**config.mk**
```make
export PLATFORM = sky130hd
export DESIGN_NAME = bbrs_recip_div
export DESIGN_NICKNAME = d
export VERILOG_FILES = /design/src/rtl/core/bbrs_pkg.sv /design/src/rtl/core/bbrs_recip_div.sv
export SDC_FILE = /design/constraint.sdc
export NUM_CORES = 1
export LEC_CHECK = 0
export ABC_CLOCK_PERIOD_IN_PS = 2400
export BUFFER_PORTS_ARGS = -buffer_cell sky130_fd_sc_hd__buf_2
export CORE_AREA = 3 3 74 76
export CTS_CLUSTER_DIAMETER = 30
export DETAILED_ROUTE_END_ITERATION = 16
export DIE_AREA = 0 0 77 79
export GPL_ROUTABILITY_DRIVEN = 1
export PLACE_DENSITY_LB_ADDON = 0.3
export SLEW_MARGIN = 20
export SYNTH_ARGS = -nofsm -noshare
export SYNTH_HDL_FRONTEND = slang
export SYNTH_SLANG_ARGS = --single-unit
```
**constraint.sdc**
```tcl
create_clock -name clk -period 2.4 [get_ports clk]
set_clock_uncertainty 0.2 [all_clocks]
set_input_delay 0.48 -clock clk [delete_from_list [all_inputs] [get_ports clk]]
set_output_delay 0.48 -clock clk [all_outputs]
set_load 0.05 [all_outputs]
```
**src/rtl/core/bbrs_pkg.sv**
```systemverilog
package bbrs_pkg;

    // geometry limits
    localparam int MAX_WIDTH    = 1024;
    localparam int MAX_H_RADIUS = 15;
    localparam int MAX_V_RADIUS = 15;
    localparam int MAX_HEIGHT   = 4096;

    // field and register widths
    localparam int PIX_W          = 8;
    localparam int PIX_MAX        = (1 << PIX_W) - 1;
    localparam int COL_W          = $clog2(MAX_WIDTH);
    localparam int ROW_W          = $clog2(MAX_HEIGHT);
    localparam int RADIUS_W       = 4;
    localparam int LINE_WIDTH_W   = 11;
    localparam int FRAME_HEIGHT_W = 13;
    localparam int CFG_INDEX_W    = 3;
    localparam int CFG_DATA_W     = 13;

    // window geometry
    localparam int H_DEPTH = 2 * MAX_H_RADIUS + 1;
    localparam int V_DEPTH = 2 * MAX_V_RADIUS + 1;
    localparam int HR_W    = $clog2(MAX_H_RADIUS + 1);
    localparam int VR_W    = $clog2(MAX_V_RADIUS + 1);
    localparam int HLEN_W  = $clog2(H_DEPTH + 1);
    localparam int VLEN_W  = $clog2(V_DEPTH + 1);
    localparam int HSLOT_W = $clog2(H_DEPTH);
    localparam int VSLOT_W = $clog2(V_DEPTH);

    // sums
    localparam int RSUM_W = $clog2(PIX_MAX * H_DEPTH + 1);
    localparam int CSUM_W = $clog2(PIX_MAX * H_DEPTH * V_DEPTH + 1);
    localparam int AREA_W = $clog2(H_DEPTH * V_DEPTH + 1);

    // reciprocal scaling
    localparam int RECIP_W     = 24;
    localparam int RECIP_SHIFT = 24;
    localparam logic [RECIP_W-1:0] RECIP_NUM = 24'hFFFFFF;
    localparam int PROD_W      = CSUM_W + RECIP_W;

    // row sum store
    localparam int STORE_DEPTH = V_DEPTH * MAX_WIDTH;
    localparam int STORE_AW    = $clog2(STORE_DEPTH);

    // output queue
    localparam int OUT_DEPTH = 8;
    localparam int OUT_PTR_W = $clog2(OUT_DEPTH);
    localparam int OCC_W     = $clog2(OUT_DEPTH + 1);

    typedef enum logic [CFG_INDEX_W-1:0] {
        CFG_H_RADIUS     = 3'd0,
        CFG_V_RADIUS     = 3'd1,
        CFG_LINE_WIDTH   = 3'd2,
        CFG_FRAME_HEIGHT = 3'd3
    } cfg_reg_t;

    typedef struct packed {
        logic [PIX_W-1:0] pixel;
        logic [COL_W-1:0] column;
        logic [ROW_W-1:0] row;
        logic             last;
    } result_t;

    typedef struct packed {
        logic               busy;
        logic [RECIP_W-1:0] quotient;
    } div_status_t;

endpackage

```
**src/rtl/core/bbrs_recip_div.sv**
```systemverilog
module bbrs_recip_div (
    input  logic                       clk,
    input  logic                       rst_n,
    input  logic                       start,
    input  logic [bbrs_pkg::AREA_W-1:0] divisor,
    output bbrs_pkg::div_status_t      status
);

    localparam int CNT_W = $clog2(bbrs_pkg::RECIP_W);

    logic                          busy_reg;
    logic [CNT_W-1:0]              cnt_reg;
    logic [bbrs_pkg::AREA_W-1:0]   rem_reg;
    logic [bbrs_pkg::AREA_W-1:0]   div_reg;
    logic [bbrs_pkg::RECIP_W-1:0]  quot_reg;

    logic [bbrs_pkg::AREA_W:0]     trial;
    logic                          ge;
    logic [bbrs_pkg::AREA_W-1:0]   rem_next;

    // restoring division, one quotient bit per cycle
    always_comb
    begin
        trial    = {rem_reg, quot_reg[bbrs_pkg::RECIP_W-1]};
        ge       = trial >= {1'b0, div_reg};
        rem_next = ge ? bbrs_pkg::AREA_W'(trial - {1'b0, div_reg})
                      : bbrs_pkg::AREA_W'(trial);
    end

    always_ff @(posedge clk or negedge rst_n)
    begin
        if (!rst_n)
        begin
            busy_reg <= 1'b0;
            cnt_reg  <= '0;
        end
        else if (start)
        begin
            busy_reg <= 1'b1;
            cnt_reg  <= '0;
        end
        else if (busy_reg)
        begin
            cnt_reg <= cnt_reg + CNT_W'(1);
            if (cnt_reg == CNT_W'(bbrs_pkg::RECIP_W - 1))
            begin
                busy_reg <= 1'b0;
            end
        end
    end

    always_ff @(posedge clk)
    begin
        if (start)
        begin
            rem_reg  <= '0;
            div_reg  <= divisor;
            quot_reg <= bbrs_pkg::RECIP_NUM;
        end
        else if (busy_reg)
        begin
            rem_reg  <= rem_next;
            quot_reg <= {quot_reg[bbrs_pkg::RECIP_W-2:0], ge};
        end
    end

    assign status.busy     = busy_reg;
    assign status.quotient = quot_reg;

endmodule

```
==> impl_metrics.json <==
{
  "drc": 0,
  "end_kind": "register",
  "cp_max_fo": 4,
  "status": "finished clean",
  "nFillCells": 394,
  "pwr_density_cell_nw_per_um2": 892,
  "reg2reg_setup_slack_ps": 90,
  "ant_nets": 0,
  "cts_buffer_depth": 2,
  "syn_to_final_growth_pct": 22.3,
  "synth_edf_count": 10,
  "maxCapViolations": 0,
  "synth.area.top_cells": "dfxtp_1 (28%), edfxtp_1 (12%), mux2i_1 (12%)",
  "drt_iter0_drc": 51,
  "yosysWarnings": 0,
  "start_util_pct": 51.3,
  "cp_data_arrival_time_ps": 2320,
  "pin_count": 38,
  "seqCellArea_um2": 1130,
  "ir_worst_vdd_v": 0.000489,
  "grt_pass1_vias": 1799,
  "synth_ff_type": "dfxtp_1",
  "critPathRequiredTime_ps": 2410,
  "grt_pass1_wl_um": 8070,
  "whs_ps": 147,
  "nNetsFinal": 315,
  "syn-cell-area_um2": 2450,
  "p_leak_nw": 1.39,
  "synth_area_leader_cell": "dfxtp_1",
  "antenna_found_initial": 0,
  "tns_ps": 0,
  "syn_nets": 261,
  "hold_violations": 0,
  "worst_pin_slew_ps": 522,
  "critPathKind": "register to register",
  "synth_top_area_share_pct": 27.7,
  "total_power_mw": 2.68,
  "grt_max_degree": 42,
  "synthCells": 236,
  "port_buffers": 37,
  "crit_chain": "inv_1 > ha_1 > o211ai_2 > a21oi_4 > o31ai_4 > a41oi_4 > buf_6 > buf_4 > o311ai_1",
  "largest_register_ffs": 24,
  "critPathMaxStageDelay_ps": 360,
  "switchingPower_uw": 920,
  "critPathLaunchType": "register",
  "final_max_slew_viol_count": 0,
  "dpl.cell_count": 345,
  "wire_per_inst_um": 12.9,
  "fp.coreArea_um2": 4790,
  "ctsRootBufferMaster": "clkbuf_8",
  "combPwrFrac_pct": 44.2,
  "die_h_um": 79,
  "place_hpwl_um": 3310,
  "fin_ws_ps": 93.7,
  "synth_seq_cells": 50,
  "synth_area_per_cell_um2": 10.4,
  "drive_above_1_share_pct": 30.9,
  "hold_class": "primary input to register",
  "pre_cts_ws_ps": -9.50,
  "n_antenna_cell": 0,
  "place_congestion": 0.901,
  "cts_max_level": 2,
  "cts_buffers": 5,
  "mostFrequentLayoutCells": "buf_2 (37), nand2_1 (33), dfxtp_1 (33)",
  "p_seq_share_pct": 38.3,
  "clk_pin_slew_ps": 90,
  "cts_tree": "done",
  "async_reset_ff_share_pct": 12.0,
  "yosysUniqueCellTypes": 47,
  "dr.pass1.iters": 3,
  "final_cells": 358,
  "fp.dieW_um": 77,
  "critical-path-slowest-cell": "edfxtp_1",
  "slew_headroom_pct": 65.2,
  "final_common_cell": "buf_2",
  "ys_seq_area_share_pct": 46.1,
  "clock.fmax_mhz": 434,
  "power_frac_clock_pct": 17.5,
  "multiInputGateArea_um2": 1240,
  "power.internal_mw": 1.76,
  "fin_crit_ps": 2310,
  "vias": 1822,
  "clk_latency_ps": 300,
  "period_share_pct": 96.1,
  "wl_um": 4630,
  "grtUsageTotal_pct": 16.5,
  "grt_overflow_total": 0,
  "numClockSinks": 50,
  "swShare_pct": 34.4,
  "fp.dieArea_um2": 6080,
  "num_rows": 25,
  "setup_violations": 0,
  "vias_per_cell": 5.09
}
[layer usage]
metal / track usage [%] / wire, um / up-vias
met5: 0 / 0 / -
met4: 6.23 / 90 / 0
met3: 4.99 / 205 / 8
met2: 26.8 / 2180 / 29
met1: 20.8 / 2160 / 854
li1: - / - / 931
[logic make-up (layout without fill, tap and decap cells)]
kind of cell	after synthesis	after routing	synth area share, %
AND/OR/NAND/NOR	75	75	14.4
multiplexers	30	30	12.4
AO/OA/AOI/OAI	31	31	11.9
XOR/XNOR	9	9	3.21
adder cells (fa/ha/maj)	12	12	6.43
buffers and inverters	29	84	5.51
flip-flops	50	50	46.1
[repair_timing]
action	4_1_cts	5_1_grt
gates resized for setup	1	12
endpoints found under the hold margin	6	0
pin swaps	1	6
hold buffers	1	0
buffers inserted	2	2
setup endpoints to repair	2	10
[Yosys cell counts, drive strengths merged, types with 2 or more instances]
library cell,instances
o21ai,2
inv,15
ha,11
mux2i,29
o211ai,3
edfxtp,10
nand3b,2
clkbuf,9
dfxtp,34
a21oi,8
a2111oi,2
nor2,21
xnor2,5
nand3,3
nand4b,2
xor2,4
nand4,5
a211oi,6
buf,5
nand2b,2
nor3b,2
dfrtp,6
o311ai,2
nand2,33
[stage by stage]
step                area, um2  util [%]
floorplan                2460         -
global placement         2800      58.6
detailed placement       2800      58.6
CTS                      2930      61.3
global route             3000      62.7
finish                   3000      62.7
[layout make-up]
class	instances	area share (%)
Multi-Input combinational cell	157	41.5
Sequential cell	50	37.8
Inverter	15	1.88
Clock buffer	6	2.42
Tap cell	67	2.79
Clock inverter	2	0.459
Timing Repair Buffer	61	13.2
[path summary, 6_finish.rpt]
kind / startpoint / cells past startpoint / end
worst max register to register: div_reg[2]$_DFFE_PP_ / 9 / rem_reg[2]$_SDFFE_PP0P_
worst min register to register: quot_reg[15]$_SDFFE_PP1P_ / 2 / quot_reg[15]$_SDFFE_PP1P_
worst max-delay path: div_reg[2]$_DFFE_PP_ / 9 / rem_reg[2]$_SDFFE_PP0P_
max in group asynchronous: rst_n / 2 / busy_reg$_DFF_PN0_
min in group asynchronous: rst_n / 2 / cnt_reg[3]$_DFFE_PN0P_
worst min-delay path: divisor[2] / 1 / div_reg[2]$_DFFE_PP_
[worst max-delay path: cells and delay by family (launching register included)]
family / cells / cell delay (ps)
AO/OA/AOI/OAI: 5 / 1030
adder cells (fa/ha/maj): 1 / 250
flip-flops: 1 / 360
buffers and inverters: 3 / 380
[power groups by stage]
stage	combinational [mW]	clock, mW	sequential, mW
after floorplan	0.727	0	1.07
after global placement	1.02	0	1.04
after detailed placement	1.03	0	1.04
after CTS	1.10	0.492	1.02
after global routing	1.30	0.526	1.04
final	1.18	0.468	1.03
Power figures use the tool's default switching activity.
