<file path="src/rtl/core/bbrs_ram.sv">
module bbrs_ram #(
    parameter int WIDTH = 8,
    parameter int DEPTH = 16
) (
    input  logic                     clk,
    input  logic                     we,
    input  logic [$clog2(DEPTH)-1:0] waddr,
    input  logic [WIDTH-1:0]         wdata,
    input  logic                     re,
    input  logic [$clog2(DEPTH)-1:0] raddr,
    output logic [WIDTH-1:0]         rdata
);

    logic [WIDTH-1:0] mem [DEPTH];

    // read returns the old contents on a same-address write
    always_ff @(posedge clk)
    begin
        if (we)
        begin
            mem[waddr] <= wdata;
        end
        if (re)
        begin
            rdata <= mem[raddr];
        end
    end

endmodule

</file>
<file path="config.mk">
export PLATFORM = sky130hd
export DESIGN_NAME = bbrs_ram
export DESIGN_NICKNAME = d
export VERILOG_FILES = /design/src/rtl/core/bbrs_ram.sv
export SDC_FILE = /design/constraint.sdc
export NUM_CORES = 1
export LEC_CHECK = 0
export ABC_CLOCK_PERIOD_IN_PS = 2500
export BUFFER_PORTS_ARGS = -buffer_cell sky130_fd_sc_hd__buf_2
export CAP_MARGIN = 40
export CORE_ASPECT_RATIO = 0.9
export CORE_UTILIZATION = 40
export CTS_CLUSTER_SIZE = 24
export DETAILED_ROUTE_END_ITERATION = 16
export GPL_ROUTABILITY_DRIVEN = 0
export PLACE_DENSITY = 0.65
export SYNTH_ARGS = -nofsm -noshare
export SYNTH_HDL_FRONTEND = slang
export SYNTH_SLANG_ARGS = --single-unit
</file>
<file path="constraint.sdc">
create_clock -name clk -period 2.5 [get_ports clk]
set_input_delay 0.375 -clock clk [delete_from_list [all_inputs] [get_ports clk]]
set_output_delay 0.375 -clock clk [all_outputs]
set_load 0.02 [all_outputs]
</file>
==> impl_metrics.yaml, run 1 <==
clock_network:
  cts_setup_buffers: 0
  cts_buffers: 17
  clock_latency_ps: 410
  post_cts_resize_count: 0
  clk_pin_slew_ps: 60
  tritoncts: "done"
  cts_hold_buf: 0
  htree_levels: 4
  cts-root-buf: "clkbuf_16"
  cts.sinks: 136
  cts_buffer_depth: 2
route:
  dr.first_iter.drc_count: 302
  dr_total_vias: 2481
  wl_um: 10000
  firstDrtPassIters: 4
  ant_nets: 0
  wl_per_cell_um: 21.7
  drc: 0
  viasPerCell: 5.39
logic_synthesis:
  ys_top_cells_by_area: "edfxtp_1 78%, mux4_2 7.8%, mux4_1 7.0%"
  synth_edf_count: 136
  synth_top_area_share_pct: 78.1
  synth_cell_type_count: 18
  post-synth-top-count-cell: "edfxtp_1"
  synth_top_cell_by_area: "edfxtp_1"
  syn_inst: 229
  yosys_warnings: 0
  synth-seq-cells: 136
  syn_area_mm2: 0.00523
  syn_avg_cell_area_um2: 22.8
  synth_flop_cell: "edfxtp_1"
  ys_top_cells_by_count: "136 x edfxtp_1, 18 x mux4_2, 16 x a22oi_1"
  synth_nets: 248
  ys_seq_area_share_pct: 78.1
  async_flop_share_pct: 0
setup_path:
  r2r-start: "mem[2][1]"
  cp.required_ps: 2660
  crit_fanout: 11
  r2r_setup_slack_ps: 1000
  endpoint_kind: "register"
  arrival_ps: 1770
  crit_path_start_kind: "input pin"
  critPathKind: "in -> reg"
  r2r-end: "rdata[1]"
  ff2ff_path_depth: 3
die:
  rows: 39
  ios: 27
  chipWidth_um: 123
  die_y_um: 110
  die-area_mm2: 0.0135
  core_area_mm2: 0.0127
  initial_core_util_pct: 41.0
finish:
  syn2layout_area_growth_pct: 18.1
  drive_gt1_share_pct: 30.7
  stdcell_area_mm2: 0.00617
  fillers: 1030
  stdcell_count: 460
  regArea_mm2: 0.00408
  multi_input_area_mm2: 0.00106
  num_antenna_cells: 0
  finalNetCount: 302
timing:
  drv_slew: 0
  worstMarginPinSlew_ps: 802
  slew_headroom_pct: 46.4
  skew_ps: 4.54
  finalSetupTns_ps: 0
  final_hold_viol_count: 0
  post-route-period-util_pct: 64.3
  max_freq_ghz: 0.622
  min_period_ps: 1610
  setup_viol: 0
  rsz0062_at_grt: "no"
  holdWs_ps: 337
global_route:
  first_global_vias: 2559
  globalRouteOverflowTotal: 0
  grt_usage_pct: 16.4
  grt_start_max_net_pins: 23
  antenna_found_initial: 0
  grt_pass1_wl_um: 15200
status:
  outcome: "completed"
place:
  dp_cells: 428
  hpwl_um: 6490
  io_buffers: 26
  placed_area_mm2: 0.00566
hold_path:
  hold_path_depth: 1
  hold_start: "re"
  hold_class: "in -> reg"
  min_to: "rdata[3]"
power:
  total_leakage_power_nw: 2.06
  power.density_mw_per_mm2: 806
  vdd.ir_drop.worst_uv: 456
run:
  max_cap_violations: 0
==> power breakdown <==
group	leakage (nW)	internal, mW	switching, mW
logic	0.587	0.103	0.146
clock network	0.242	1.25	0.899
registers	1.24	2.57	0.0120
==> critical path, cell delays in order <==
cell     delay, ps
buf_2          260
buf_12         200
mux4_1         600
a22oi_1        230
nand2_1        100
==> final cells by class <==
| type | count | area share, % |
|---|---|---|
| flip-flops and latches | 136 | 66.2 |
| clock buffers | 18 | 6.95 |
| well taps | 164 | 3.32 |
| multi-input cells | 83 | 17.1 |
| repair buffers | 45 | 5.03 |
| clock inverters | 14 | 1.40 |
==> kinds of logic (layout without fill, tap and decap cells) <==
| logic type | Yosys count | after routing | share of synthesized area [%] |
|---|---|---|---|
| AO/OA/AOI/OAI | 16 | 16 | 2.30 |
| flip-flops | 136 | 136 | 78.1 |
| multiplexers | 32 | 32 | 14.8 |
| buffers and inverters | 10 | 77 | 1.65 |
| AND/OR/NAND/NOR | 35 | 35 | 3.14 |
==> how the worst max path moves through the flow <==
stage | from | end | slack, ps | depth (start not counted)
2_1_floorplan | waddr[2] | mem[0][0] | 630 | 2
3_3_place_gp | raddr[0] | rdata[0] | 450 | 5
3_5_place_dp | raddr[0] | rdata[0] | 460 | 5
4_1_cts | raddr[0] | rdata[0] | 910 | 5
5_1_grt | raddr[0] | rdata[2] | 810 | 5
6_report | raddr[0] | rdata[3] | 890 | 5
==> per-stage QoR <==
| stage | total power, mW | worst slack [ps] | util, % |
|---|---|---|---|
| after floorplan | 2.77 | 632 | - |
| final | 4.98 | 892 | 48.5 |
| after global placement | 2.88 | 453 | 44.4 |
| after global routing | 5.13 | 806 | 48.5 |
| after CTS | 5.02 | 906 | 48.5 |
| after detailed placement | 2.88 | 464 | 44.4 |
==> routing by layer <==
layer	share of wire, %	up-vias	GRT usage, %
met1	44	1287	22.7
met4	1.6	0	8.29
met2	48	91	24.3
li1	-	1088	-
met5	0	-	0
met3	6.1	15	3.77
==> sequential cells by signal, summed over array words and instances (netlist names) <==
register  count
mem         128
rdata         8
==> cell usage in the layout, fill, tap and decap left out, drive strengths merged <==
cell type	synthesis	final
or3b	1	1
nor2	13	13
clkinv	0	10
a22oi	16	16
nor3	4	4
buf	7	45
nor2b	1	1
mux4	32	32
nand3	1	1
edfxtp	136	136
nand2b	2	2
nand3b	2	2
nand2	9	9
clkinvlp	0	4
clkbuf	0	18
and2	1	1
and2b	1	1
Power figures use the tool's default switching activity.
==> run 2, diff against run 1 <==
Settings changed: ABC_AREA set to 1, ABC_CLOCK_PERIOD_IN_PS 2500 to 1300, PLACE_DENSITY 0.65 to 0.67.
Clock period 2.5 ns to 1.3 ns, I/O delays scaled along.
==> run 2 against run 1 <==
Against the previous run: clock-buffer cell count down 1; routed wire length up 30%; sequential power up 93%; critical path depth down 4.
==> impl_metrics.yaml, run 2 <==
clock_network:
  cts-root-buf: "clkbuf_16"
  clk_pin_slew_ps: 60
  cts_hold_buf: 0
  cts.sinks: 136
  clock_latency_ps: 410
  cts_setup_buffers: 0
  post_cts_resize_count: 0
  cts_buffer_depth: 2
  tritoncts: "done"
  cts_buffers: 17
  htree_levels: 4
logic_synthesis:
  yosys_warnings: 0
  ys_top_cells_by_area: "edfxtp_1 70%, nand2_1 11%, nand3_1 8.3%"
  syn_inst: 551
  synth_flop_cell: "edfxtp_1"
  ys_seq_area_share_pct: 69.8
  synth_top_cell_by_area: "edfxtp_1"
  synth_cell_type_count: 11
  synth-seq-cells: 136
  syn_avg_cell_area_um2: 10.6
  syn_area_mm2: 0.00585
  synth_top_area_share_pct: 69.8
  ys_top_cells_by_count: "173 x nand2_1, 136 x edfxtp_1, 100 x inv_1"
  synth_nets: 570
  post-synth-top-count-cell: "nand2_1"
  async_flop_share_pct: 0
  synth_edf_count: 136
status:
  outcome: "completed"
setup_path:
  critPathKind: "reg -> out"
  crit_path_top_delay_cell: "edfxtp_1"
  crit_path_start_kind: "register"
  critPathTopFamily: "flip-flops"
  crit_buf_inv: 1
  endpoint_kind: "output port"
  arrival_ps: 1020
  crit_fanout: 1
  cp.required_ps: 1110
  max_stage_delay_ps: 420
  crit_chain: "buf_2"
timing:
  min_period_ps: 1220
  max_freq_ghz: 0.823
  holdWs_ps: 156
  rsz0062_at_grt: "no"
  skew_ps: 5.49
  finalSetupTns_ps: 0
  post-route-period-util_pct: 93.5
  slew_headroom_pct: 61.4
  worstMarginPinSlew_ps: 578
  final_hold_viol_count: 0
  drv_slew: 0
  setup_viol: 0
finish:
  largest-register: "mem"
  drive_gt1_share_pct: 13.2
  fin_util_pct: 48.4
  largest_register_ffs: 128
  stdcell_area_mm2: 0.00685
  final_common_cell: "nand2_1"
  top_regs: "mem x128, rdata x8"
  syn2layout_area_growth_pct: 17.1
  finalNetCount: 617
  fillers: 1306
  final_cell_mix: "173 x nand2_1, 136 x edfxtp_1, 100 x inv_1, 97 x nand3_1, 26 x buf_2"
  num_antenna_cells: 0
place:
  hpwl_um: 8080
  io_buffers: 26
  placed_area_mm2: 0.00628
die:
  core_area_mm2: 0.0142
  die_y_um: 117
  ios: 27
  chipWidth_um: 129
  rows: 41
  initial_core_util_pct: 41.3
  die-area_mm2: 0.0151
route:
  dr.first_iter.drc_count: 401
  viasPerCell: 4.84
  wl_per_cell_um: 16.3
  firstDrtPassIters: 5
  ant_nets: 0
  drc: 0
  dr_total_vias: 3876
  wl_um: 13000
power:
  total_leakage_power_nw: 2.95
  power.total_mw: 10.2
  power.density_mw_per_mm2: 1500
  vdd.ir_drop.worst_uv: 1040
global_route:
  grt_start_max_net_pins: 65
  antenna_found_initial: 0
  grt_pass1_wl_um: 20500
  globalRouteOverflowTotal: 0
  grt_usage_pct: 19.1
  first_global_vias: 3711
hold_path:
  hold_class: "in -> reg"
run:
  max_cap_violations: 0
run 2: cell count changes in the layout (fill, tap and decap cells not counted), sizes merged, moves of 2 or more:
cell / change
a22oi: -16
nor3: -4
buf: +7
mux4: -32
clkinv: -3
nand3: +96
nor2: +4
nand2: +164
bufinv: +3
nand2b: -2
inv: +102
clkinvlp: -2
run 2: layer usage:
layer | global-route usage (%) | routed length (um) | vias to the layer above
met2 | 28.1 | 5760 | 139
li1 | - | - | 1873
met3 | 5.82 | 934 | 16
met5 | 0 | 0 | -
met4 | 6.20 | 172 | 0
met1 | 27.1 | 6180 | 1848
run 2: through the flow:
stage / setup WS, ps / std cells
2_1_floorplan: 154 / 551
3_3_place_gp: -109 / 772
3_5_place_dp: -117 / 772
4_1_cts: 72.6 / 801
5_1_grt: 50.9 / 801
6_report: 84.7 / 801
run 2: final cells by class:
class	instances	area (um^2)	area share (%)
timing repair buffer	52	363	5.30
clock inverter	12	136	1.99
multi-input combinational	289	1210	17.7
tap	193	241	3.53
inverter	102	383	5.59
clock buffer	17	425	6.21
sequential	136	4080	59.6
run 2: logic make-up after synthesis:
kind of cell | after synthesis | share of synthesized area [%]
buf+inv | 126 | 9.39
flops | 136 | 69.8
simple gates | 289 | 20.8
run 2: where the power goes:
group,internal (mW),leakage [nW],switching (mW)
clock,2.94,0.273,1.69
sequential,4.94,1.24,0.0256
combinational,0.189,1.44,0.453
run 2: path summary, 6_finish.rpt:
check	from	end	slack, ps	cells past startpoint
max	rdata[7]	rdata[7]	80	1
min reg2reg	mem[10][7]	rdata[7]	770	6
max reg2reg	mem[13][3]	rdata[3]	110	6
min	re	rdata[1]	160	1
