[config.mk]
export PLATFORM = sky130hd
export DESIGN_NAME = bbrs_out_queue
export DESIGN_NICKNAME = d
export VERILOG_FILES = /design/src/rtl/core/bbrs_pkg.sv /design/src/rtl/core/bbrs_out_queue.sv
export SDC_FILE = /design/constraint.sdc
export NUM_CORES = 1
export LEC_CHECK = 0
export BUFFER_PORTS_ARGS = -buffer_cell sky130_fd_sc_hd__buf_2
export CAP_MARGIN = 20
export CORE_MARGIN = 5
export CORE_UTILIZATION = 55
export CTS_CLUSTER_SIZE = 40
export DETAILED_ROUTE_END_ITERATION = 10
export PLACE_DENSITY = 0.73
export SLEW_MARGIN = 40
export SYNTH_ARGS = -nofsm -noshare
export SYNTH_HDL_FRONTEND = slang
export SYNTH_SLANG_ARGS = --single-unit
[constraint.sdc]
create_clock -name clk -period 4.1 [get_ports clk]
set_input_delay 0.41 -clock clk [delete_from_list [all_inputs] [get_ports clk]]
set_output_delay 0.41 -clock clk [all_outputs]
set_load 0.05 [all_outputs]
[src/rtl/core/bbrs_pkg.sv]
package bbrs_pkg;

    // geometry limits
    localparam int MAX_WIDTH    = 1024;
    localparam int MAX_H_RADIUS = 15;
    localparam int MAX_V_RADIUS = 15;
    localparam int MAX_HEIGHT   = 4096;

    // field and register widths
    localparam int PIX_W          = 8;
    localparam int PIX_MAX        = (1 << PIX_W) - 1;
    localparam int COL_W          = $clog2(MAX_WIDTH);
    localparam int ROW_W          = $clog2(MAX_HEIGHT);
    localparam int RADIUS_W       = 4;
    localparam int LINE_WIDTH_W   = 11;
    localparam int FRAME_HEIGHT_W = 13;
    localparam int CFG_INDEX_W    = 3;
    localparam int CFG_DATA_W     = 13;

    // window geometry
    localparam int H_DEPTH = 2 * MAX_H_RADIUS + 1;
    localparam int V_DEPTH = 2 * MAX_V_RADIUS + 1;
    localparam int HR_W    = $clog2(MAX_H_RADIUS + 1);
    localparam int VR_W    = $clog2(MAX_V_RADIUS + 1);
    localparam int HLEN_W  = $clog2(H_DEPTH + 1);
    localparam int VLEN_W  = $clog2(V_DEPTH + 1);
    localparam int HSLOT_W = $clog2(H_DEPTH);
    localparam int VSLOT_W = $clog2(V_DEPTH);

    // sums
    localparam int RSUM_W = $clog2(PIX_MAX * H_DEPTH + 1);
    localparam int CSUM_W = $clog2(PIX_MAX * H_DEPTH * V_DEPTH + 1);
    localparam int AREA_W = $clog2(H_DEPTH * V_DEPTH + 1);

    // reciprocal scaling
    localparam int RECIP_W     = 24;
    localparam int RECIP_SHIFT = 24;
    localparam logic [RECIP_W-1:0] RECIP_NUM = 24'hFFFFFF;
    localparam int PROD_W      = CSUM_W + RECIP_W;

    // row sum store
    localparam int STORE_DEPTH = V_DEPTH * MAX_WIDTH;
    localparam int STORE_AW    = $clog2(STORE_DEPTH);

    // output queue
    localparam int OUT_DEPTH = 8;
    localparam int OUT_PTR_W = $clog2(OUT_DEPTH);
    localparam int OCC_W     = $clog2(OUT_DEPTH + 1);

    typedef enum logic [CFG_INDEX_W-1:0] {
        CFG_H_RADIUS     = 3'd0,
        CFG_V_RADIUS     = 3'd1,
        CFG_LINE_WIDTH   = 3'd2,
        CFG_FRAME_HEIGHT = 3'd3
    } cfg_reg_t;

    typedef struct packed {
        logic [PIX_W-1:0] pixel;
        logic [COL_W-1:0] column;
        logic [ROW_W-1:0] row;
        logic             last;
    } result_t;

    typedef struct packed {
        logic               busy;
        logic [RECIP_W-1:0] quotient;
    } div_status_t;

endpackage

[src/rtl/core/bbrs_out_queue.sv]
module bbrs_out_queue (
    input  logic              clk,
    input  logic              rst_n,
    input  logic              push,
    input  bbrs_pkg::result_t push_data,
    input  logic              pop,
    output logic              head_valid,
    output bbrs_pkg::result_t head_data
);

    bbrs_pkg::result_t                entry_reg [bbrs_pkg::OUT_DEPTH];
    logic [bbrs_pkg::OUT_PTR_W-1:0]   wr_ptr_reg;
    logic [bbrs_pkg::OUT_PTR_W-1:0]   rd_ptr_reg;
    logic [bbrs_pkg::OCC_W-1:0]       count_reg;

    always_ff @(posedge clk or negedge rst_n)
    begin
        if (!rst_n)
        begin
            wr_ptr_reg <= '0;
            rd_ptr_reg <= '0;
            count_reg  <= '0;
        end
        else
        begin
            if (push)
            begin
                wr_ptr_reg <= wr_ptr_reg + bbrs_pkg::OUT_PTR_W'(1);
            end
            if (pop)
            begin
                rd_ptr_reg <= rd_ptr_reg + bbrs_pkg::OUT_PTR_W'(1);
            end
            count_reg <= count_reg + bbrs_pkg::OCC_W'(push) - bbrs_pkg::OCC_W'(pop);
        end
    end

    always_ff @(posedge clk)
    begin
        if (push)
        begin
            entry_reg[wr_ptr_reg] <= push_data;
        end
    end

    assign head_valid = count_reg != '0;
    assign head_data  = entry_reg[rd_ptr_reg];

endmodule

==> results_dict.tcl, run 1 <==
set metrics [dict create \
    ys.flop_type "edfxtp_1" \
    hold_path.class "in2reg" \
    pwr_density_cell_mw_per_mm2 752 \
    maxSlewViolCount 0 \
    die_height_um 145 \
    synthCells 411 \
    end_kind "primary output" \
    ant_nets 0 \
    post-route-period-util_pct 77.3 \
    min_period_ns 3.17 \
    largest_register_ffs 248 \
    fmax_ghz 0.316 \
    grt_max_degree 35 \
    final_layout_size_suffix_gt1_share_pct 30.9 \
    synth_edf_count 248 \
    grt_overflow 0 \
    status "finished clean" \
    cts-root-buf "clkbuf_16" \
    wl_per_cell_um 23.1 \
    fin_cells 750 \
    critPathMaxFanout 34 \
    setup_viol 0 \
    synth_fp_nets 454 \
    skew_ns 0.0118 \
    pin_count 67 \
    fillCellCount 1220 \
    ys_ff_latch 258 \
    numPlacedInstances 702 \
    async_flop_share_pct 3.88 \
    syn2layout_area_growth_pct 15.4 \
    antenna_found_initial 1 \
    firstDrtPassIters 4 \
    rsz0062_at_grt "false" \
    routed_wl_um 17300 \
    grt_pass1_vias 4606 \
    post_cts_resized 0 \
    syn-cell-area_mm2 0.0101 \
    vias_per_cell 5.82 \
    start_kind "flip-flop" \
    yosysTopAreaCellShare_pct 73.8 \
    maxCapViolations 0 \
    insertion_delay_ns 0.51 \
    worstPathArrival_ns 2.76 \
    p_leak_nw 4.06 \
    hold_violations 0 \
    cts_sinks 258 \
    cts_max_level 1 \
    cts_buffers 26 \
    vias 4365 \
    grt_pass1_wl_um 27100 \
    die-area_mm2 0.0212 \
    drt_iter0_drc 222 \
    io_buffers 66 \
    synth_top_cell_by_area "edfxtp_1" \
    grt_usage_pct 16.5 \
    start_util_pct 56.0 \
    gp_congestion 0.693 \
    worst_slew_pin_slew_ns 0.765 \
    tns_ns 0 \
    synth_seq_area_share_pct 76.3 \
    n_antenna_cell 0 \
    worstPathRequired_ns 3.69 \
    postSynthAreaPerCell_um2 24.6 \
    drc 0 \
    synth_warnings 0 \
    synth_common_cells "edfxtp_1, mux4_1, mux2_2, dfrtp_1, inv_1" \
    coreArea_mm2 0.0180 \
    yosys-top-cells-area "edfxtp_1, mux4_1, mux2_2, dfrtp_1, ha_1" \
    peakVddDrop_mv 0.496 \
    layout.nets 545 \
    fp.dieW_um 145 \
    hpwl_um 10200 \
    tritoncts "built" \
    yosysMostFrequentCell "edfxtp_1" \
    yosysUniqueCellTypes 20 \
    path_clk_slew_ns 0.05 \
    relSlewSlack_pct 48.9 \
    rows 49 \
    path_class "reg2out" \
    cts_buffer_depth 3 \
]
-- cell usage in the layout (no fill, tap or decap), types with 4 or more instances in the layout --
cell type,netlist,layout
clkinv_1,0,4
edfxtp_1,248,248
clkinv_2,0,8
mux2_2,33,33
nor2_4,0,6
ha_1,7,7
mux4_1,62,62
nand2_1,4,4
buf_2,1,66
clkbuf_1,7,6
dfrtp_1,10,7
clkbuf_16,0,27
inv_1,8,8
buf_4,0,8
-- final timing paths --
path / endpoint / startpoint / slack [ns] / cells past startpoint
max: head_data[17] / rd_ptr_reg[0] / 0.93 / 4
min: rd_ptr_reg[0] / pop / 0.15 / 2
max reg2reg: entry_reg[6][26] / wr_ptr_reg[0] / 1.98 / 3
min reg2reg: wr_ptr_reg[1] / wr_ptr_reg[1] / 0.58 / 1
max in group asynchronous: rd_ptr_reg[1] / rst_n / 3.61 / 2
min in group asynchronous: count_reg[3] / rst_n / 0.29 / 2
-- routing by layer --
layer  up-vias  track usage (%)  wire length (µm)
li1       1972                -                 -
met1      2290             21.8              7240
met2        83             28.6              9060
met3        18             3.67               791
met4         2             3.22               240
met5         -                0                 7
-- power breakdown --
part / internal [mW] / leakage (nW) / switching (mW)
Sequential: 3.33 / 2.37 / 0.330
Combinational: 1.16 / 1.30 / 1.83
Clock: 1.20 / 0.388 / 0.899
-- worst max-delay path, stage by stage, from the launching register on --
cell     delay [ns]
dfrtp_4        0.80
buf_12         0.32
mux4_1         0.59
mux2_2         0.30
buf_2          0.22
-- kinds of logic after synthesis --
kind of cell / Yosys count / share of synthesized area [%]
and+or+nand+nor: 16 / 0.706
muxes: 95 / 19.8
buffers and inverters: 26 / 1.50
AOI/OAI and AO/OA: 2 / 0.124
xor gates and xnor gates: 6 / 0.521
DFF: 258 / 76.3
adders and majority gates: 8 / 1.07
-- through the flow --
step	utilization [%]	instance area [µm²]	worst slack, ns	hold slack (ns)	total power [mW]
3_5_place_dp	60.2	10900	1.44	0.273	6.75
2_1_floorplan	-	10100	0.930	0.114	5.95
5_1_grt	64.6	11700	0.840	0.135	9.16
6_report	64.6	11700	0.931	0.152	8.76
4_1_cts	64.6	11600	0.890	0.126	8.87
3_3_place_gp	59.6	10800	1.34	0.274	6.62
-- area by class of cell --
cell class / instances / area [µm²] / share of cell area (%)
Timing Repair Buffer: 81 / 543 / 4.66
Inverter: 8 / 30.0 / 0.258
Clock buffer: 33 / 698 / 5.99
Tap cell: 229 / 287 / 2.46
Multi-Input combinational cell: 127 / 2310 / 19.8
Clock inverter: 14 / 75.1 / 0.644
Sequential cell: 258 / 7710 / 66.1
-- timing repair --
action                    in CTS  in global routing
hold buffers                   1                  0
buffers inserted               0                  0
hold endpoints to repair      10                  0
Power figures use the tool's default switching activity.
==> run 2, diff against run 1 <==
Settings changed: ABC_AREA set to 1, PLACE_DENSITY 0.73 to 0.76.
Clock period 4.1 ns to 2.6 ns, I/O delays scaled along.
==> results_dict.tcl, run 2 <==
set metrics [dict create \
    syn-cell-area_mm2 0.0114 \
    drt_iter0_drc 571 \
    fin_cells 1509 \
    critPathMaxFanout 62 \
    cts_buffer_depth 3 \
    syn2layout_area_growth_pct 16.4 \
    synth_top_cell_by_area "edfxtp_1" \
    die_height_um 154 \
    fp.dieW_um 154 \
    cts-root-buf "clkbuf_16" \
    layout.nets 1261 \
    relSlewSlack_pct 60.6 \
    io_buffers 66 \
    yosys-top-cells-area "edfxtp_1, nand2_1, inv_1, nand3_1, dfrtp_1" \
    start_kind "flip-flop" \
    hp-start "push_data[3]" \
    routed_wl_um 24100 \
    async_flop_share_pct 3.88 \
    maxSlewViolCount 0 \
    fmax_ghz 0.405 \
    fillCellCount 1498 \
    worstPathRequired_ns 2.34 \
    ys_ff_latch 258 \
    end_kind "primary output" \
    vias 7543 \
    hold_violations 0 \
    cts_max_level 1 \
    tns_ns 0 \
    synth_fp_nets 1179 \
    coreArea_mm2 0.0203 \
    cts_buffers 26 \
    grt_pass1_wl_um 38500 \
    start_util_pct 55.9 \
    gp_congestion 0.730 \
    skew_ns 0.00934 \
    pin_count 67 \
    grt_pass1_vias 7585 \
    antenna_found_initial 2 \
    die-area_mm2 0.0236 \
    drc 0 \
    hold_path.class "in2reg" \
    maxCapViolations 0 \
    final_common_cell "nand2_1" \
    min_period_ns 2.47 \
    r2r-start "wr_ptr_reg[0]" \
    yosysMostFrequentCell "nand2_1" \
    worst_slew_pin_slew_ns 0.591 \
    grt_max_degree 104 \
    vias_per_cell 5.00 \
    final_layout_size_suffix_gt1_share_pct 11.4 \
    path_clk_slew_ns 0.06 \
    post-route-period-util_pct 94.9 \
    numPlacedInstances 1442 \
    synth_seq_area_share_pct 67.8 \
    path_class "reg2out" \
    min_path_cells 1 \
    ys.flop_type "edfxtp_1" \
    synth_edf_count 248 \
    peakVddDrop_mv 1.24 \
    insertion_delay_ns 0.52 \
    pwr_density_cell_mw_per_mm2 1190 \
    grt_overflow 0 \
    firstDrtPassIters 7 \
    r2r_slack_ns 0.81 \
    synthCells 1136 \
    cts_sinks 258 \
    worstPathArrival_ns 2.21 \
    synth_warnings 0 \
    status "finished clean" \
    wl_per_cell_um 15.9 \
    hpwl_um 12400 \
    tritoncts "built" \
    p_leak_nw 6.18 \
    grt_usage_pct 20.4 \
    ant_nets 0 \
    mostFrequentLayoutCells "nand2_1, inv_1, edfxtp_1" \
    rows 52 \
    worst_r2r_endpoint "entry_reg[6][21]" \
    postSynthAreaPerCell_um2 9.99 \
    largest_register_ffs 248 \
    setup_viol 0 \
    yosysUniqueCellTypes 19 \
    synth_common_cells "nand2_1, inv_1, edfxtp_1, nand3_1, buf_2" \
    whs_endpoint "entry_reg[1][3]" \
    reg2regPathDepth 3 \
    yosysTopAreaCellShare_pct 65.6 \
]
run 2: cell count changes after synthesis, moves of 21 or more:
cell,previous run,this run
buf_2,1,22
inv_1,8,263
mux2_2,33,0
mux4_1,62,0
nand2_1,4,415
nand3_1,1,126
run 2: worst max-delay path by stage:
stage | startpoint | endpoint | slack [ns] | depth (start not counted)
after detailed placement | rd_ptr_reg[0] | head_data[26] | 0.49 | 8
final | rd_ptr_reg[0] | head_data[25] | 0.13 | 8
after CTS | rd_ptr_reg[0] | head_data[25] | 0.04 | 8
after global routing | rd_ptr_reg[0] | head_data[23] | -0.005 | 8
after global placement | rd_ptr_reg[0] | head_data[19] | 0.57 | 8
after floorplan | wr_ptr_reg[0] | entry_reg[0][0] | 0.13 | 2
run 2: where the power goes:
part | internal [mW] | switching (mW) | leakage (nW) | total (mW)
Sequential | 5.07 | 0.144 | 2.37 | 5.21
Clock | 2.57 | 1.52 | 0.467 | 4.09
Combinational | 1.70 | 4.78 | 3.34 | 6.47
run 2: what timing repair did:
item / 4_1_cts / 5_1_grt
setup buffers: 1 / 3
gates cloned: 1 / 0
setup endpoints to repair: 8 / 26
hold endpoints to repair: 86 / 0
hold buffers: 13 / 0
pin swaps: 0 / 0
gates resized for setup: 1 / 1
run 2: cell families (layout without fill, tap and decap cells):
group	count (synthesis)	in the layout	share of synthesized area (%)
AND/OR/NAND/NOR	550	550	19.6
buffers and inverters	312	414	11.1
flip-flops	258	258	67.8
adder cells (fa/ha/maj)	8	8	0.948
XOR/XNOR	5	5	0.386
AO/OA/AOI/OAI	3	3	0.132
other	0	1	0
run 2: area by class of cell:
class,count,area (µm²),area share [%]
clock buffers,28,679,5.14
diodes,1,2.50,0.0189
repair buffers,101,773,5.85
well taps,270,338,2.56
flip-flops and latches,258,7700,58.3
inverters,265,996,7.54
multi-input cells,566,2450,18.6
clock inverters,20,270,2.05
run 2: through the flow:
| step | total power, mW | utilization, % | instance area, µm² | worst slack [ns] | hold slack (ns) |
|---|---|---|---|---|---|
| detailed placement | 11.6 | 59.4 | 12100 | 0.490 | 0.139 |
| floorplan | 9.98 | - | 11400 | 0.133 | -0.0356 |
| finish | 15.8 | 65.1 | 13200 | 0.133 | 0.0136 |
| CTS | 15.8 | 65.0 | 13200 | 0.0404 | 0.000498 |
| global route | 16.6 | 65.1 | 13200 | -0.00476 | 0.00408 |
| global placement | 11.4 | 59.4 | 12100 | 0.570 | 0.138 |
run 2: critical path: stages, from the launching register on:
cell,delay [ns]
dfrtp_4,0.48
clkinv_2,0.14
bufbuf_16,0.37
nand2_1,0.09
nand3_1,0.07
nand2_1,0.10
nand2_1,0.05
nand2_1,0.07
buf_2,0.27
run 2: routing by layer:
layer  share of wire, %  up-vias  track usage (%)
li1                   -     3688                -
met1                 41     3550             26.7
met2                 50      268             35.9
met3                7.0       35             3.09
met4                1.5        2             5.13
met5              0.054        -                0
==> run 3, diff against run 2 <==
Settings changed: PLACE_DENSITY 0.76 to 0.73, RECOVER_POWER set to 100.
Clock period 2.6 ns to 3.1 ns, I/O delays scaled along.
==> results_dict.tcl, run 3 (synthesized netlist as in run 2, its figures left out) <==
set metrics [dict create \
    worstPathRequired_ns 2.79 \
    post_cts_resized 0 \
    fillCellCount 1611 \
    layout.area.seq_mm2 0.00770 \
    layout.nets 1246 \
    ant_nets 0 \
    slowest_delay_ns 0.49 \
    syn2layout_area_growth_pct 12.8 \
    cts_max_level 1 \
    die_height_um 154 \
    min_period_ns 2.84 \
    io_buffers 66 \
    critPathMaxFanout 45 \
    drc 0 \
    post-route-period-util_pct 91.7 \
    cts_buffer_depth 3 \
    firstDrtPassIters 4 \
    die-area_mm2 0.0236 \
    mostFrequentLayoutCells "nand2_1, inv_1, edfxtp_1" \
    hold_violations 0 \
    pwr_density_cell_mw_per_mm2 994 \
    hpwl_um 12700 \
    p_leak_nw 5.92 \
    tns_ns 0 \
    routed_wl_um 23300 \
    tritoncts "built" \
    dr.max_layer_used "met4" \
    largest_register_ffs 248 \
    crit_top_cell "nand2_1" \
    grt_pass1_vias 7380 \
    maxSlewViolCount 30 \
    multi_input_area_mm2 0.00241 \
    vias 7352 \
    cts_sinks 258 \
    violations "capacitance limit, slew limit" \
    worst-path-buf-inv 3 \
    final_util_pct 63.1 \
    vias_per_cell 4.92 \
    maxCapViolations 2 \
    grt_pass1_wl_um 38100 \
    gp_congestion 0.761 \
    final_layout_size_suffix_gt1_share_pct 7.03 \
    wl_met1_um 9860 \
    rsz0062_at_grt "false" \
    setup_viol 0 \
    worstPathArrival_ns 2.53 \
    relSlewSlack_pct -21.3 \
    cp_cell_sequence "inv_2 -> buf_6 -> nand2_1 -> nand3_1 -> nand2_1 -> nand2_1 -> nand2_1 -> clkbuf_2" \
    grt_max_degree 127 \
    n_antenna_cell 0 \
    worst_slew_pin_slew_ns 1.81 \
    cts_buffers 28 \
    dpl-instance-area_mm2 0.0120 \
    antenna_found_initial 0 \
    status "complete, but fails checks" \
    design_area_mm2 0.0128 \
    drt_iter0_drc 562 \
    hold_path.class "in2reg" \
    start_util_pct 55.9 \
    grt_usage_pct 19.9 \
    pin_count 67 \
    end_kind "primary output" \
    wl_per_cell_um 15.6 \
    dr_wl_met3_um 1380 \
    final_common_cell "nand2_1" \
    insertion_delay_ns 0.54 \
    fp.dieW_um 154 \
    fmax_ghz 0.352 \
    path_clk_slew_ns 0.06 \
    rows 52 \
    path_class "reg2out" \
    peakVddDrop_mv 0.692 \
    grt_overflow 0 \
    cts-root-buf "clkbuf_16" \
    cp_top_family "buffers and inverters" \
    skew_ns 0.0126 \
    wl_met2_um 11700 \
    start_kind "flip-flop" \
    cp_slowest_cell "dfrtp_4" \
    coreArea_mm2 0.0203 \
]
run 3: final timing paths:
path                          startpoint               to  slack (ns)  cells after the start
setup / recovery           rd_ptr_reg[0]    head_data[18]        0.26                      8
hold / removal                      push    wr_ptr_reg[1]        0.06                      2
setup reg to reg           wr_ptr_reg[1]  entry_reg[1][0]        0.27                      4
hold reg to reg            wr_ptr_reg[0]    wr_ptr_reg[0]        0.54                      2
max in group asynchronous          rst_n    rd_ptr_reg[0]        2.36                      2
min in group asynchronous          rst_n     count_reg[3]        0.30                      2
run 3: cell type report:
| class | instances | share of cell area, % |
|---|---|---|
| multi-input cells | 566 | 18.9 |
| repair buffers | 84 | 3.54 |
| flip-flops and latches | 258 | 60.2 |
| inverters | 265 | 7.77 |
| clock inverters | 15 | 1.19 |
| clock buffers | 35 | 5.84 |
| well taps | 270 | 2.64 |
run 3: timing repair:
action                                  4_1_cts  5_1_grt
setup buffers                                 0        0
hold endpoints to repair                     10        0
endpoints found under the setup margin        0        0
hold buffers                                  1        0
run 3: power by group:
part	switching, mW	leakage, nW	internal, mW
Sequential	0.106	2.37	4.26
Combinational	3.90	3.11	1.22
Clock	1.29	0.440	1.95
run 3: metal layers:
layer / vias up / GRT usage (%)
li1: 3649 / -
met2: 205 / 34.6
met3: 31 / 3.12
met4: 0 / 4.29
met1: 3467 / 26.8
met5: - / 0
run 3: through the flow:
step	setup WS (ns)	cells	power (mW)	hold slack (ns)
global placement	0.912	1442	9.57	0.191
finish	0.256	1493	12.7	0.0560
global route	0.0847	1493	13.5	0.0675
floorplan	0.633	1136	8.37	0.0144
detailed placement	0.881	1442	9.67	0.195
CTS	0.292	1493	12.9	0.0265
